File: config.mk
export PLATFORM = sky130hd
export DESIGN_NAME = http_chunked_body_decoder
export DESIGN_NICKNAME = d
export VERILOG_FILES = /design/src/design/hcbd_pkg.sv /design/src/design/http_chunked_body_decoder.sv
export VERILOG_INCLUDE_DIRS = /design/src /design/src/design
export SDC_FILE = /design/constraint.sdc
export NUM_CORES = 1
export LEC_CHECK = 0
export BUFFER_PORTS_ARGS = -buffer_cell sky130_fd_sc_hd__buf_2
export CAP_MARGIN = 5
export CORE_MARGIN = 4
export CORE_UTILIZATION = 62
export CTS_CLUSTER_DIAMETER = 60
export DETAILED_ROUTE_END_ITERATION = 8
export GPL_TIMING_DRIVEN = 0
export HOLD_SLACK_MARGIN = 0.03
export MAX_ROUTING_LAYER = met4
export PLACE_DENSITY = 0.8
export SKIP_CTS_REPAIR_TIMING = 1
export SLEW_MARGIN = 20
export SYNTH_ARGS = -nofsm -noshare
export SYNTH_HDL_FRONTEND = slang
export SYNTH_SLANG_ARGS = --single-unit
File: constraint.sdc
create_clock -name clock -period 4.7 [get_ports clock]
set_clock_uncertainty 0.15 [all_clocks]
set_input_delay 0.235 -clock clock [delete_from_list [all_inputs] [get_ports clock]]
set_output_delay 0.235 -clock clock [all_outputs]
set_load 0.05 [all_outputs]
File: src/design/http_chunked_body_decoder_macros.svh
// -----------------------------------------------------------------------------
// http_chunked_body_decoder_macros
// Assertion macros for the chunked body decoder. The clock is "clock" and
// the synchronous reset is "reset" in every file that uses them.
// -----------------------------------------------------------------------------
`ifndef HTTP_CHUNKED_BODY_DECODER_MACROS_SVH
`define HTTP_CHUNKED_BODY_DECODER_MACROS_SVH

// Same-cycle implication, checked outside reset.
`define HCBD_ASSERT_IMPL(label, ante, cons, msg) \
   label: assert property (@(posedge clock) disable iff (reset) (ante) |-> (cons)) \
      else $error(msg);

// Next-cycle implication, checked outside reset.
`define HCBD_ASSERT_NEXT(label, ante, cons, msg) \
   label: assert property (@(posedge clock) disable iff (reset) (ante) |=> (cons)) \
      else $error(msg);

`endif

File: src/design/hcbd_pkg.sv
// -----------------------------------------------------------------------------
// hcbd_pkg
// Types, codes and character helpers for the chunked body decoder.
// -----------------------------------------------------------------------------
package hcbd_pkg;

   localparam int SIZE_BITS_DEF = 32;

   localparam logic [7:0] CHAR_CR    = 8'h0D;
   localparam logic [7:0] CHAR_LF    = 8'h0A;
   localparam logic [7:0] CHAR_SPACE = 8'h20;
   localparam logic [7:0] CHAR_TAB   = 8'h09;

   // result kind codes
   localparam logic [1:0] KIND_DATA = 2'd0;
   localparam logic [1:0] KIND_END  = 2'd1;
   localparam logic [1:0] KIND_ERR  = 2'd2;

   typedef enum logic [1:0] {
      PH_SIZE = 2'd0,
      PH_DATA = 2'd1,
      PH_DONE = 2'd2,
      PH_ERR  = 2'd3
   } phase_type;

   typedef struct packed {
      logic       ok;
      logic [3:0] val;
   } hex_type;

   function automatic hex_type hex_decode(input logic [7:0] c);
      hex_type h;
      h.ok  = 1'b1;
      h.val = 4'd0;
      if (c >= 8'h30 && c <= 8'h39) begin
         h.val = 4'(c - 8'h30);
      end else if (c >= 8'h61 && c <= 8'h66) begin
         h.val = 4'(c - 8'h57);
      end else if (c >= 8'h41 && c <= 8'h46) begin
         h.val = 4'(c - 8'h37);
      end else begin
         h.ok = 1'b0;
      end
      return h;
   endfunction

   // space, TAB, LF, VT, FF, CR
   function automatic logic is_space(input logic [7:0] c);
      return (c == CHAR_SPACE) || (c >= CHAR_TAB && c <= CHAR_CR);
   endfunction

endpackage

File: src/design/http_chunked_body_decoder.sv
// -----------------------------------------------------------------------------
// http_chunked_body_decoder
// Decodes an HTTP/1.1 chunked body one byte per transfer.
// -----------------------------------------------------------------------------
// Takes one body byte per cycle, back to back, and produces at most one result
// per byte: a payload byte, an end-of-message marker or a framing error. The
// whole per-byte parse (size line, chunk data count, trailing CR LF) is one
// short state update, so a byte is accepted every cycle; the result sits in
// an output register in the cycle after its byte, and the input stalls only
// while that register is full and the output side stalls. msg_start clears
// the decoder before the byte is used. After end of message or an error,
// bytes give no result until the next msg_start.

`include "http_chunked_body_decoder_macros.svh"

module http_chunked_body_decoder #(
   parameter int SIZE_BITS = hcbd_pkg::SIZE_BITS_DEF
) (
   input  logic       clock,
   input  logic       reset,
   input  logic       req_valid,
   output logic       req_stall,
   input  logic [7:0] req_in_byte,
   input  logic       req_msg_start,
   input  logic       req_msg_last,
   output logic       rsp_valid,
   input  logic       rsp_stall,
   output logic [7:0] rsp_out_byte,
   output logic [1:0] rsp_kind
);

   localparam logic [SIZE_BITS-1:0] SIZE_ONE = SIZE_BITS'(1);

   hcbd_pkg::phase_type   phase_ff, phase_in;
   logic [SIZE_BITS-1:0]  size_accum_ff, size_accum_in;
   logic [SIZE_BITS-1:0]  bytes_left_ff, bytes_left_in;
   logic                  digits_seen_ff, digits_seen_in;
   logic                  number_closed_ff, number_closed_in;
   logic                  line_has_text_ff, line_has_text_in;
   logic                  blank_used_ff, blank_used_in;
   logic                  cr_pending_ff, cr_pending_in;

   logic                  rsp_valid_ff, rsp_valid_in;
   logic [7:0]            rsp_out_byte_ff, rsp_out_byte_in;
   logic [1:0]            rsp_kind_ff, rsp_kind_in;

   logic                  req_accept;
   logic                  emit;

   assign req_stall    = rsp_valid_ff && rsp_stall;
   assign req_accept   = req_valid && !req_stall;
   assign rsp_valid    = rsp_valid_ff;
   assign rsp_out_byte = rsp_out_byte_ff;
   assign rsp_kind     = rsp_kind_ff;

   always_comb begin
      hcbd_pkg::phase_type  ph;
      logic [SIZE_BITS-1:0] acc;
      logic [SIZE_BITS-1:0] left;
      logic                 ds, nc, lht, bu, crp, ok;
      logic [1:0]           kind;
      logic [7:0]           ob;
      hcbd_pkg::hex_type    hx;

      ph   = phase_ff;
      acc  = size_accum_ff;
      left = bytes_left_ff;
      ds   = digits_seen_ff;
      nc   = number_closed_ff;
      lht  = line_has_text_ff;
      bu   = blank_used_ff;
      crp  = cr_pending_ff;
      ok   = 1'b1;
      emit = 1'b0;
      kind = hcbd_pkg::KIND_DATA;
      ob   = 8'd0;
      hx   = hcbd_pkg::hex_decode(req_in_byte);

      if (req_msg_start) begin
         ph   = hcbd_pkg::PH_SIZE;
         acc  = '0;
         left = '0;
         ds   = 1'b0;
         nc   = 1'b0;
         lht  = 1'b0;
         bu   = 1'b0;
         crp  = 1'b0;
      end

      unique case (ph) inside
         hcbd_pkg::PH_DATA: begin
            emit = 1'b1;
            ob   = req_in_byte;
            left = left - SIZE_ONE;
            if (left == '0) begin
               ph  = hcbd_pkg::PH_SIZE;
               bu  = 1'b0;
               acc = '0;
               ds  = 1'b0;
               nc  = 1'b0;
               lht = 1'b0;
               crp = 1'b0;
            end
         end
         hcbd_pkg::PH_SIZE: begin
            if (crp && req_in_byte == hcbd_pkg::CHAR_LF) begin
               if (!lht && !bu) begin
                  // the one blank line allowed before a size line
                  bu = 1'b1;
               end else if (!ds || acc == '0) begin
                  ph   = hcbd_pkg::PH_DONE;
                  kind = hcbd_pkg::KIND_END;
                  emit = 1'b1;
               end else begin
                  ph   = hcbd_pkg::PH_DATA;
                  left = acc;
                  bu   = 1'b0;
               end
               acc = '0;
               ds  = 1'b0;
               nc  = 1'b0;
               lht = 1'b0;
               crp = 1'b0;
            end else begin
               // lone CR: an ordinary line character (white space before digits)
               if (crp) begin
                  crp = 1'b0;
                  lht = 1'b1;
                  if (ds) begin
                     nc = 1'b1;
                  end
               end
               if (req_in_byte == hcbd_pkg::CHAR_CR) begin
                  crp = 1'b1;
               end else begin
                  lht = 1'b1;
                  if (!nc) begin
                     if (hx.ok) begin
                        if (acc[SIZE_BITS-1 -: 4] != 4'd0) begin
                           ok = 1'b0;
                        end else begin
                           acc = {acc[SIZE_BITS-5:0], hx.val};
                           ds  = 1'b1;
                        end
                     end else if (ds || !hcbd_pkg::is_space(req_in_byte)) begin
                        nc = 1'b1;
                     end
                  end
               end
               if (!ok) begin
                  ph   = hcbd_pkg::PH_ERR;
                  kind = hcbd_pkg::KIND_ERR;
                  emit = 1'b1;
               end
            end
         end
         hcbd_pkg::PH_DONE, hcbd_pkg::PH_ERR: begin
         end
      endcase

      // message cut short
      if (req_msg_last && (ph == hcbd_pkg::PH_SIZE || ph == hcbd_pkg::PH_DATA)) begin
         ph   = hcbd_pkg::PH_ERR;
         kind = hcbd_pkg::KIND_ERR;
         ob   = 8'd0;
         emit = 1'b1;
      end

      phase_in         = ph;
      size_accum_in    = acc;
      bytes_left_in    = left;
      digits_seen_in   = ds;
      number_closed_in = nc;
      line_has_text_in = lht;
      blank_used_in    = bu;
      cr_pending_in    = crp;
      rsp_out_byte_in  = ob;
      rsp_kind_in      = kind;

      if (req_accept && emit) begin
         rsp_valid_in = 1'b1;
      end else begin
         rsp_valid_in = rsp_valid_ff && rsp_stall;
      end
   end

   always_ff @(posedge clock) begin
      if (reset) begin
         phase_ff         <= hcbd_pkg::PH_SIZE;
         size_accum_ff    <= '0;
         bytes_left_ff    <= '0;
         digits_seen_ff   <= 1'b0;
         number_closed_ff <= 1'b0;
         line_has_text_ff <= 1'b0;
         blank_used_ff    <= 1'b0;
         cr_pending_ff    <= 1'b0;
      end else if (req_accept) begin
         phase_ff         <= phase_in;
         size_accum_ff    <= size_accum_in;
         bytes_left_ff    <= bytes_left_in;
         digits_seen_ff   <= digits_seen_in;
         number_closed_ff <= number_closed_in;
         line_has_text_ff <= line_has_text_in;
         blank_used_ff    <= blank_used_in;
         cr_pending_ff    <= cr_pending_in;
      end
   end

   always_ff @(posedge clock) begin
      if (reset) begin
         rsp_valid_ff <= 1'b0;
      end else begin
         rsp_valid_ff <= rsp_valid_in;
      end
   end

   always_ff @(posedge clock) begin
      if (req_accept && emit) begin
         rsp_out_byte_ff <= rsp_out_byte_in;
         rsp_kind_ff     <= rsp_kind_in;
      end
   end

   `HCBD_ASSERT_IMPL(a_data_count_nonzero, phase_ff == hcbd_pkg::PH_DATA, bytes_left_ff != '0, "data phase with no bytes left")
   `HCBD_ASSERT_IMPL(a_marker_byte_zero, rsp_valid_ff && rsp_kind_ff != hcbd_pkg::KIND_DATA, rsp_out_byte_ff == 8'd0, "non-data result carries a byte")
   `HCBD_ASSERT_NEXT(a_done_sticks, req_accept && !req_msg_start && phase_ff == hcbd_pkg::PH_DONE, phase_ff == hcbd_pkg::PH_DONE, "left end state without message start")
   `HCBD_ASSERT_IMPL(a_stall_only_when_full, req_stall, rsp_valid_ff, "input stalled with empty result register")

endmodule
[After elaboration in Yosys (flattened, before gate mapping)]
Cells that the tools add are included.
Storage, ports and cells
  flip-flop bits (word level): 82
  input bits: 14
  output and inout bits: 12
  word-level logic and storage cells: 139
Cells by class
  add/sub/neg operators: 4
  magnitude comparators: 8
  equal/unequal tests: 5
  muxes and demuxes: 82
  bitwise logic cells: 2
  reductions and logical operators: 26
Operator list (number)
  $mux W32: 11
  $pmux W32 S2: 2
  $logic_not A32 Y1: 2
  $mux W1: 49
  $sub A32 B1 Y32 const B: 1
  $mux W2: 10
  $eq A8 B4 Y1 const B: 2
  $ge A8 B7 Y1 const B: 2
  $le A8 B7 Y1 const B: 2
  $mux W4: 3
  $pmux W1 S2: 6
  $logic_and A1 B1 Y1: 10
  $eq A8 B6 Y1 const B: 1
  $ge A8 B4 Y1 const B: 1
  $ge A8 B6 Y1 const B: 1
  $le A8 B4 Y1 const B: 1
  $le A8 B6 Y1 const B: 1
  $sub A4 B3 Y4 const B: 2
  $logic_not A1 Y1: 5
  $eq A2 B1 Y1 const B: 2
  $logic_not A2 Y1: 2
  $logic_or A1 B1 Y1: 4
  $pmux W2 S2: 1
  $reduce_bool A4 Y1: 1
  other kinds (3): 5

[Depth between registers and ports, before layout]
Gate-level depths: netlist (run 1).
  word-level depth: 19
  gate-level depth with buffers: 16
  mapped depth without buffers: 11

[Least setup slack after synthesis (run 1)]
OpenSTA, ideal clock, no wires.
  path type: in2reg
  start: input req_msg_start
  end: register number_closed_ff
  library setup time: 130 ps
  arrival time: 3319 ps
  data required time: 4420 ps
  setup slack: 1101 ps
  stages on the path: 16
  path buffers: 6
  cells stage by stage: clkbuf_1 inv_1 clkbuf_1 clkbuf_1 nand2_1 ha_1 clkbuf_1 clkbuf_1 a41oi_1 a22oi_1 o221ai_1 nor4_1 nand4_2 a21oi_4 buf_6 o32ai_1
On the way
  word-level cells in the longest chain between the ends: 9
  elaborated cells on any way between the ends: 22
  those cells by class: 1 x add/sub; 1 x eq/ne; 16 x mux; 4 x reduce/logical
RTL lines
  from (decl): RTL line http_chunked_body_decoder.sv:24  | input logic req_msg_start,
  parallel branches: the longest is 8 deep, another holds $sub A32 B1 Y32
  $pmux W1 S2 *: RTL line http_chunked_body_decoder.sv:90  | unique case (ph) inside
  to (signal assigned): RTL line http_chunked_body_decoder.sv:202  | number_closed_ff <= number_closed_in;
  to (decl): RTL line http_chunked_body_decoder.sv:38  | logic number_closed_ff, number_closed_in;
Every way passes the cells marked *. The select of a mux whose other input is x is not followed.
A chain may end at the register's enable or synchronous reset.

[Worst setup path after layout (run 1)]
  start: input req_msg_start
  end: register size_accum_ff[26]
On the way
  word-level cells in the longest chain between the ends: 9
  elaborated cells on any way between the ends: 23
  those cells by class: 1 x add/sub; 1 x eq/ne; 17 x mux; 4 x reduce/logical
RTL lines
  parallel branches: the longest is 8 deep, another holds $sub A32 B1 Y32
  $pmux W32 S2 *: RTL line http_chunked_body_decoder.sv:90
  to (signal assigned): RTL line http_chunked_body_decoder.sv:199  | size_accum_ff <= size_accum_in;
  to (decl): RTL line http_chunked_body_decoder.sv:35  | logic [SIZE_BITS-1:0] size_accum_ff, size_accum_in;
Marks and branches as above.

==> summary.log, run 1 <==
INFO  finish         drive_gt1_frac=0.0930
INFO  synthesis      seq_area_frac_synth=0.321
INFO  power          vdd_drop_max=0.000199V
INFO  critical_path  setup.worst_path.class=primary input to flip-flop
INFO  critical_path  worst_setup_path_start_kind=primary input
INFO  synthesis      ys_top_cells_by_area=dfxtp_1 (27%), a21oi_1 (10%), nor2_1 (5.7%)
INFO  clocking       numCtsBuffers=9
INFO  synthesis      number_of_unique_standard_cell_types_used_by_synthesis=72
INFO  timing         fin_worst_hold_slack=49.7ps
INFO  detailed_routing route.detailed.wl_per_inst=22.4um
INFO  place          gpl.final_weighted_congestion=1.06
INFO  critical_path  path_max_fanout=13
INFO  synthesis      ys_seq_elements=82
INFO  global_route   number_of_antenna_violations_at_the_first_check_in_global_routing=0
INFO  job            timing.max_cap.violations=0
INFO  global_route   grt_first_pass_wirelength=30.5mm
INFO  detailed_routing route.final.wire_length=19.2mm
INFO  timing         fmax=222MHz
INFO  finish         antenna-diode-count=0
INFO  detailed_routing route.antenna.remaining_nets=0
INFO  synthesis      ys_async_sr_fraction=0
INFO  clocking       clockRootBuffer=clkbuf_8
INFO  critical_path  reg2reg_to=size_accum_ff[26]
INFO  finish         layout.cells.most_common=a21oi_1
INFO  timing         fin_tns_setup=0ps
INFO  synthesis      post_syn_instances=717
INFO  timing         final.period_utilization=0.958
INFO  global_route   number_of_global_route_vias_before_repair=5739
INFO  synthesis      synth_area_per_cell=7.57squm
INFO  synthesis      synth_top_area_frac=0.266
INFO  finish         finalNonFillerCells=858
INFO  timing         finalWorstSetupSlack=197ps
INFO  place          numPlacedInstances=843
INFO  timing         setup_viol=0
INFO  place          half_perimeter_wire_length_of_the_detailed_placement_result=14.2mm
INFO  synthesis      primary_ff_master_synth=dfxtp_1
INFO  finish         final_cell_mix=a21oi_1 (111), nor2_1 (82), dfxtp_1 (72), nand2_1 (51), clkbuf_1 (46)
INFO  floorplan      dieArea=0.0103sqmm
INFO  finish         finish.net_count=768
INFO  detailed_routing dr.first_iter.drc_count=951
INFO  detailed_routing firstDrtPassIters=7
INFO  synthesis      synth.yosys.warnings=0
INFO  power          power=1800uW
INFO  timing         worst_slew_margin_rel=0.284
INFO  clocking       insertion_delay=370ps
INFO  timing         slew_violations=0
INFO  timing         final-hold-violation-count=0
INFO  floorplan      placementRows=33
INFO  synthesis      synth.largest_area_cell=dfxtp_1
INFO  critical_path  cp.arrival=4580ps
INFO  timing         finalCriticalPeriod=4500ps
INFO  clocking       clock_pin_slew_on_the_worst_setup_and_hold_paths=100ps
INFO  clocking       cts_sinks=82
INFO  global_route   global_route.usage.total=0.391
INFO  floorplan      io_pins=26
INFO  clocking       ctsHtreeMaxLevel=3
INFO  detailed_routing route.detailed.vias_per_inst=7.24
INFO  synthesis      synth.net_count=737
INFO  critical_path  worstPathRequired=4780ps
INFO  floorplan      die_height=102um
INFO  detailed_routing vias_after_detailed_routing=6210
INFO  place          place_worst_setup_slack=-698ps
INFO  run_status     status=completed
INFO  finish         filler_cell_count=685
INFO  timing         grt_setup_unrepaired=no
INFO  clocking       clock_tree_from_tritoncts=done
INFO  floorplan      initial_core_util=0.648
INFO  critical_path  r2r-start=bytes_left_ff[6]
INFO  floorplan      die_width=102um
INFO  critical_path  number_of_cells_on_the_worst_reg_to_reg_path=10
INFO  synthesis      synth_enable_flop_cells=10
INFO  place          port-buffer-count=21
INFO  critical_path  worstSetupStartpoint=req_msg_start
INFO  critical_path  worstSetupEndpointType=flip-flop
INFO  detailed_routing detail_route.drc_violations=0
INFO  critical_path  critPathCapture=size_accum_ff[26]
INFO  hold_path      worstHoldPathType=primary input to flip-flop
INFO  clocking       cts-root-to-sink-buffers=2
INFO  timing         worst-slew-pin-transition=1070ps
INFO  critical_path  worst-r2r-setup-slack=870ps
INFO  finish         seq_area=0.00174sqmm
INFO  floorplan      floorplan.core_area=0.00838sqmm
INFO  power          pwr_density_cell=306mW/mm^2
INFO  global_route   grt_start_max_net_pins=17
INFO  global_route   grt_remaining_overflow=0
INFO  power          leakagePower=0.00213uW
INFO  finish         syn_to_final_growth=8.62%
INFO  finish         multi_input_area=0.00335sqmm
INFO  synthesis      post_synth_instance_area=0.00543sqmm
## sequential cells by signal, summed over array words and instances (netlist names)
register / cells
bytes_left_ff: 32
digits_seen_ff: 1
blank_used_ff: 1
rsp_valid: 1
rsp_kind: 2
size_accum_ff: 32
number_closed_ff: 1
phase_ff: 2
rsp_out_byte: 8
cr_pending_ff: 1
line_has_text_ff: 1
## where the power goes
group,internal [uW],switching [uW]
registers,726,15.5
clock network,289,300
logic,153,319
## cell families (layout without fill, tap and decap cells)
group | after synthesis | in the layout | synth area share
adders and majority gates | 6 | 6 | 0.0138
and+or+nand+nor | 265 | 265 | 0.260
AOI/OAI and AO/OA | 263 | 263 | 0.307
DFF | 82 | 82 | 0.321
muxes | 8 | 8 | 0.0154
buffers and inverters | 81 | 117 | 0.0627
xor gates and xnor gates | 12 | 12 | 0.0194
## layout make-up
type	instances	area share
clock buffers	10	0.0253
plain buffers	60	0.0448
well taps	105	0.0223
multi-input cells	554	0.569
repair buffers	21	0.0178
flip-flops and latches	82	0.295
inverters	20	0.0127
clock inverters	6	0.0132
## worst min-delay path by stage
| stage | start | to | slack (ps) | cells after the start |
|---|---|---|---|---|
| after global routing | req_in_byte[4] | rsp_out_byte[4] | 70 | 2 |
| after CTS | req_in_byte[4] | rsp_out_byte[4] | 50 | 2 |
| final | req_in_byte[4] | rsp_out_byte[4] | 50 | 2 |
| after floorplan | req_in_byte[4] | rsp_out_byte[4] | 280 | 1 |
| after detailed placement | number_closed_ff | number_closed_ff | 320 | 2 |
| after global placement | number_closed_ff | number_closed_ff | 310 | 2 |
## metrics by stage
step	instance area [sq um]	utilization
floorplan	5430	-
global placement	5660	0.676
detailed placement	5660	0.676
CTS	5890	0.703
global route	5900	0.703
finish	5900	0.703
## synthesized netlist by cell type, drive strengths merged (3+ instances only)
master / count
a211oi: 26
a21oi: 112
a22oi: 26
a31oi: 4
a41oi: 4
and2: 9
and3: 3
and4: 4
buf: 12
clkbuf: 49
dfxtp: 72
edfxtp: 10
ha: 6
inv: 20
mux2: 3
mux2i: 5
nand2: 51
nand2b: 4
nand3: 9
nand3b: 3
nand4: 11
nor2: 82
nor2b: 10
nor3: 30
nor4: 24
o2111ai: 3
o21ai: 41
o21bai: 4
o22ai: 5
o31a: 3
o31ai: 6
or3: 10
or3b: 3
or4: 7
xnor2: 6
xor2: 6
## metal layers
layer / vias up / share of wire / global-route usage
met5: - / 0 / -
met4: 0 / 0.057 / 0.169
met3: 133 / 0.14 / 0.101
met2: 540 / 0.42 / 0.578
met1: 2818 / 0.38 / 0.504
li1: 2719 / - / -
## worst max-delay path, cell delays in order
cell and delay, ps:
buf_2 220, inv_1 190, clkbuf_1 490, clkbuf_1 540, nand2_1 170, ha_1 320
clkbuf_2 220, clkbuf_2 230, a22oi_1 350, o221ai_1 260, nor4_2 500, nand4_2 250
a21oi_4 310, buf_6 200, a211oi_1 80
(Power assumes the default switching activity.)
==> run 2, diff against run 1 <==
Settings changed: CTS_BUF_LIST set to sky130_fd_sc_hd__clkbuf_4 sky130_fd_sc_hd__clkbuf_8 sky130_fd_sc_hd__clkbuf_16, HOLD_SLACK_MARGIN 0.03 to 0.15.
==> summary.log, run 2 (synthesized netlist as in run 1, its figures left out) <==
INFO  power          seqPwrFrac=0.411
INFO  detailed_routing route.final.wire_length=19.4mm
INFO  place          gpl.final_weighted_congestion=1.06
INFO  clocking       clock_pin_slew_on_the_worst_setup_and_hold_paths=100ps
INFO  detailed_routing dr.first_iter.drc_count=962
INFO  job            timing.max_cap.violations=0
INFO  timing         finalWorstSetupSlack=144ps
INFO  critical_path  number_of_cells_on_the_worst_reg_to_reg_path=10
INFO  global_route   global_route.usage.total=0.391
INFO  detailed_routing detail_route.drc_violations=0
INFO  critical_path  cp_slowest_cell=clkbuf_1
INFO  power          total_switching_power=634uW
INFO  power          p_sw_frac=0.351
INFO  critical_path  worst_setup_path_start_kind=primary input
INFO  clocking       clock_tree_from_tritoncts=done
INFO  global_route   number_of_antenna_violations_at_the_first_check_in_global_routing=0
INFO  floorplan      placementRows=33
INFO  global_route   grt_first_pass_wirelength=30.5mm
INFO  clocking       insertion_delay=370ps
INFO  finish         finish.utilization=0.708
INFO  floorplan      floorplan.core_area=0.00838sqmm
INFO  timing         fmax=219MHz
INFO  hold_path      hold_path_depth=3
INFO  power          share_comb_of_total_power=0.263
INFO  power          vdd_drop_max=0.000198V
INFO  floorplan      dieArea=0.0103sqmm
INFO  finish         finish.net_count=772
INFO  timing         worst_slew_margin_rel=0.279
INFO  clocking       numCtsBuffers=9
INFO  detailed_routing firstDrtPassIters=6
INFO  critical_path  cp.arrival=4640ps
INFO  timing         worst-slew-pin-transition=1070ps
INFO  timing         fin_worst_hold_slack=107ps
INFO  place          post_dp_cell_area=0.00566sqmm
INFO  finish         filler_cell_count=680
INFO  timing         setup_viol=0
INFO  finish         syn_to_final_growth=9.36%
INFO  finish         finish.instance_area=0.00594sqmm
INFO  detailed_routing route.antenna.remaining_nets=0
INFO  critical_path  worstSetupEndpointType=flip-flop
INFO  hold_path      worstHoldPathType=primary input to flip-flop
INFO  floorplan      initial_core_util=0.648
INFO  finish         final_cell_mix=a21oi_1 (111), nor2_1 (82), dfxtp_1 (72), nand2_1 (51), clkbuf_1 (46)
INFO  timing         grt_setup_unrepaired=no
INFO  critical_path  crit_path_cell_trace=buf_2, inv_1, clkbuf_1, clkbuf_1, nand2_1, ha_1, clkbuf_2, clkbuf_2, a22oi_1, o221ai_1, nor4_2, nand4_2, a21oi_4, buf_6, a21oi_1
INFO  critical_path  worst-path-stages=15
INFO  timing         final-hold-violation-count=0
INFO  timing         final.period_utilization=0.969
INFO  clocking       clockRootBuffer=clkbuf_8
INFO  run_status     status=completed
INFO  detailed_routing route.detailed.vias_per_inst=7.30
INFO  finish         seq_area=0.00174sqmm
INFO  clocking       ctsHtreeMaxLevel=3
INFO  floorplan      die_height=102um
INFO  clocking       cts_sinks=82
INFO  detailed_routing route.detailed.wl_per_inst=22.5um
INFO  power          leakagePower=0.00214uW
INFO  power          power=1800uW
INFO  place          port-buffer-count=21
INFO  finish         antenna-diode-count=0
INFO  power          cellInternalPower=1170uW
INFO  global_route   grt_start_max_net_pins=17
INFO  finish         drive_gt1_frac=0.0925
INFO  critical_path  cp_num_buf_inv=7
INFO  floorplan      die_width=102um
INFO  power          clockPowerShare=0.326
INFO  floorplan      io_pins=26
INFO  critical_path  path_max_fanout=13
INFO  critical_path  worstPathRequired=4790ps
INFO  critical_path  timing.critical_path.max_delay_family=buffers and inverters
INFO  timing         finalCriticalPeriod=4560ps
INFO  global_route   grt_remaining_overflow=0
INFO  timing         slew_violations=0
INFO  place          half_perimeter_wire_length_of_the_detailed_placement_result=14.2mm
INFO  power          pwr_density_cell=304mW/mm^2
INFO  global_route   number_of_global_route_vias_before_repair=5739
INFO  finish         layout.cells.most_common=a21oi_1
INFO  detailed_routing vias_after_detailed_routing=6295
INFO  critical_path  cpPeakStageDelay=560ps
INFO  place          place_worst_setup_slack=-698ps
INFO  finish         multi_input_area=0.00335sqmm
INFO  critical_path  setup.worst_path.class=primary input to flip-flop
INFO  clocking       cts-root-to-sink-buffers=2
==> run 2: area by class of cell <==
class                           instances  share of cell area
Buffer                                 60              0.0445
Clock inverter                          6              0.0131
Timing Repair Buffer                   25              0.0245
Tap cell                              105              0.0221
Clock buffer                           10              0.0251
Inverter                               20              0.0126
Multi-Input combinational cell        554               0.565
Sequential cell                        82               0.293
==> run 2: path summary, 6_finish.rpt <==
| path | start | end | slack, ps |
|---|---|---|---|
| min reg2reg | number_closed_ff | number_closed_ff | 340 |
| max reg2reg | bytes_left_ff[6] | size_accum_ff[3] | 810 |
| min | rsp_stall | rsp_valid | 110 |
| max | req_msg_start | size_accum_ff[3] | 140 |
==> run 2: layer usage <==
layer / track usage / vias to the layer above / routed length [um]
met5: - / - / 0
met4: 0.169 / 0 / 1070
met3: 0.101 / 144 / 2810
met2: 0.578 / 550 / 8110
met1: 0.504 / 2867 / 7370
li1: - / 2734 / -
==> run 2: metrics by stage <==
stage	TNS, ps	std cells
6_report	0	862
5_1_grt	0	862
3_3_place_gp	-23270	843
2_1_floorplan	0	717
3_5_place_dp	-25030	843
4_1_cts	-11380	859
==> run 2: power groups by stage <==
stage	clock network (uW)	logic [uW]	registers, uW
global route	615	509	743
finish	588	474	741
CTS	580	451	740
detailed placement	0	447	757
global placement	0	439	755
floorplan	0	314	772
==> run 2: tightest hold or removal path: stages <==
cell,delay (ps)
buf_2,80
and2_1,150
o21a_1,130
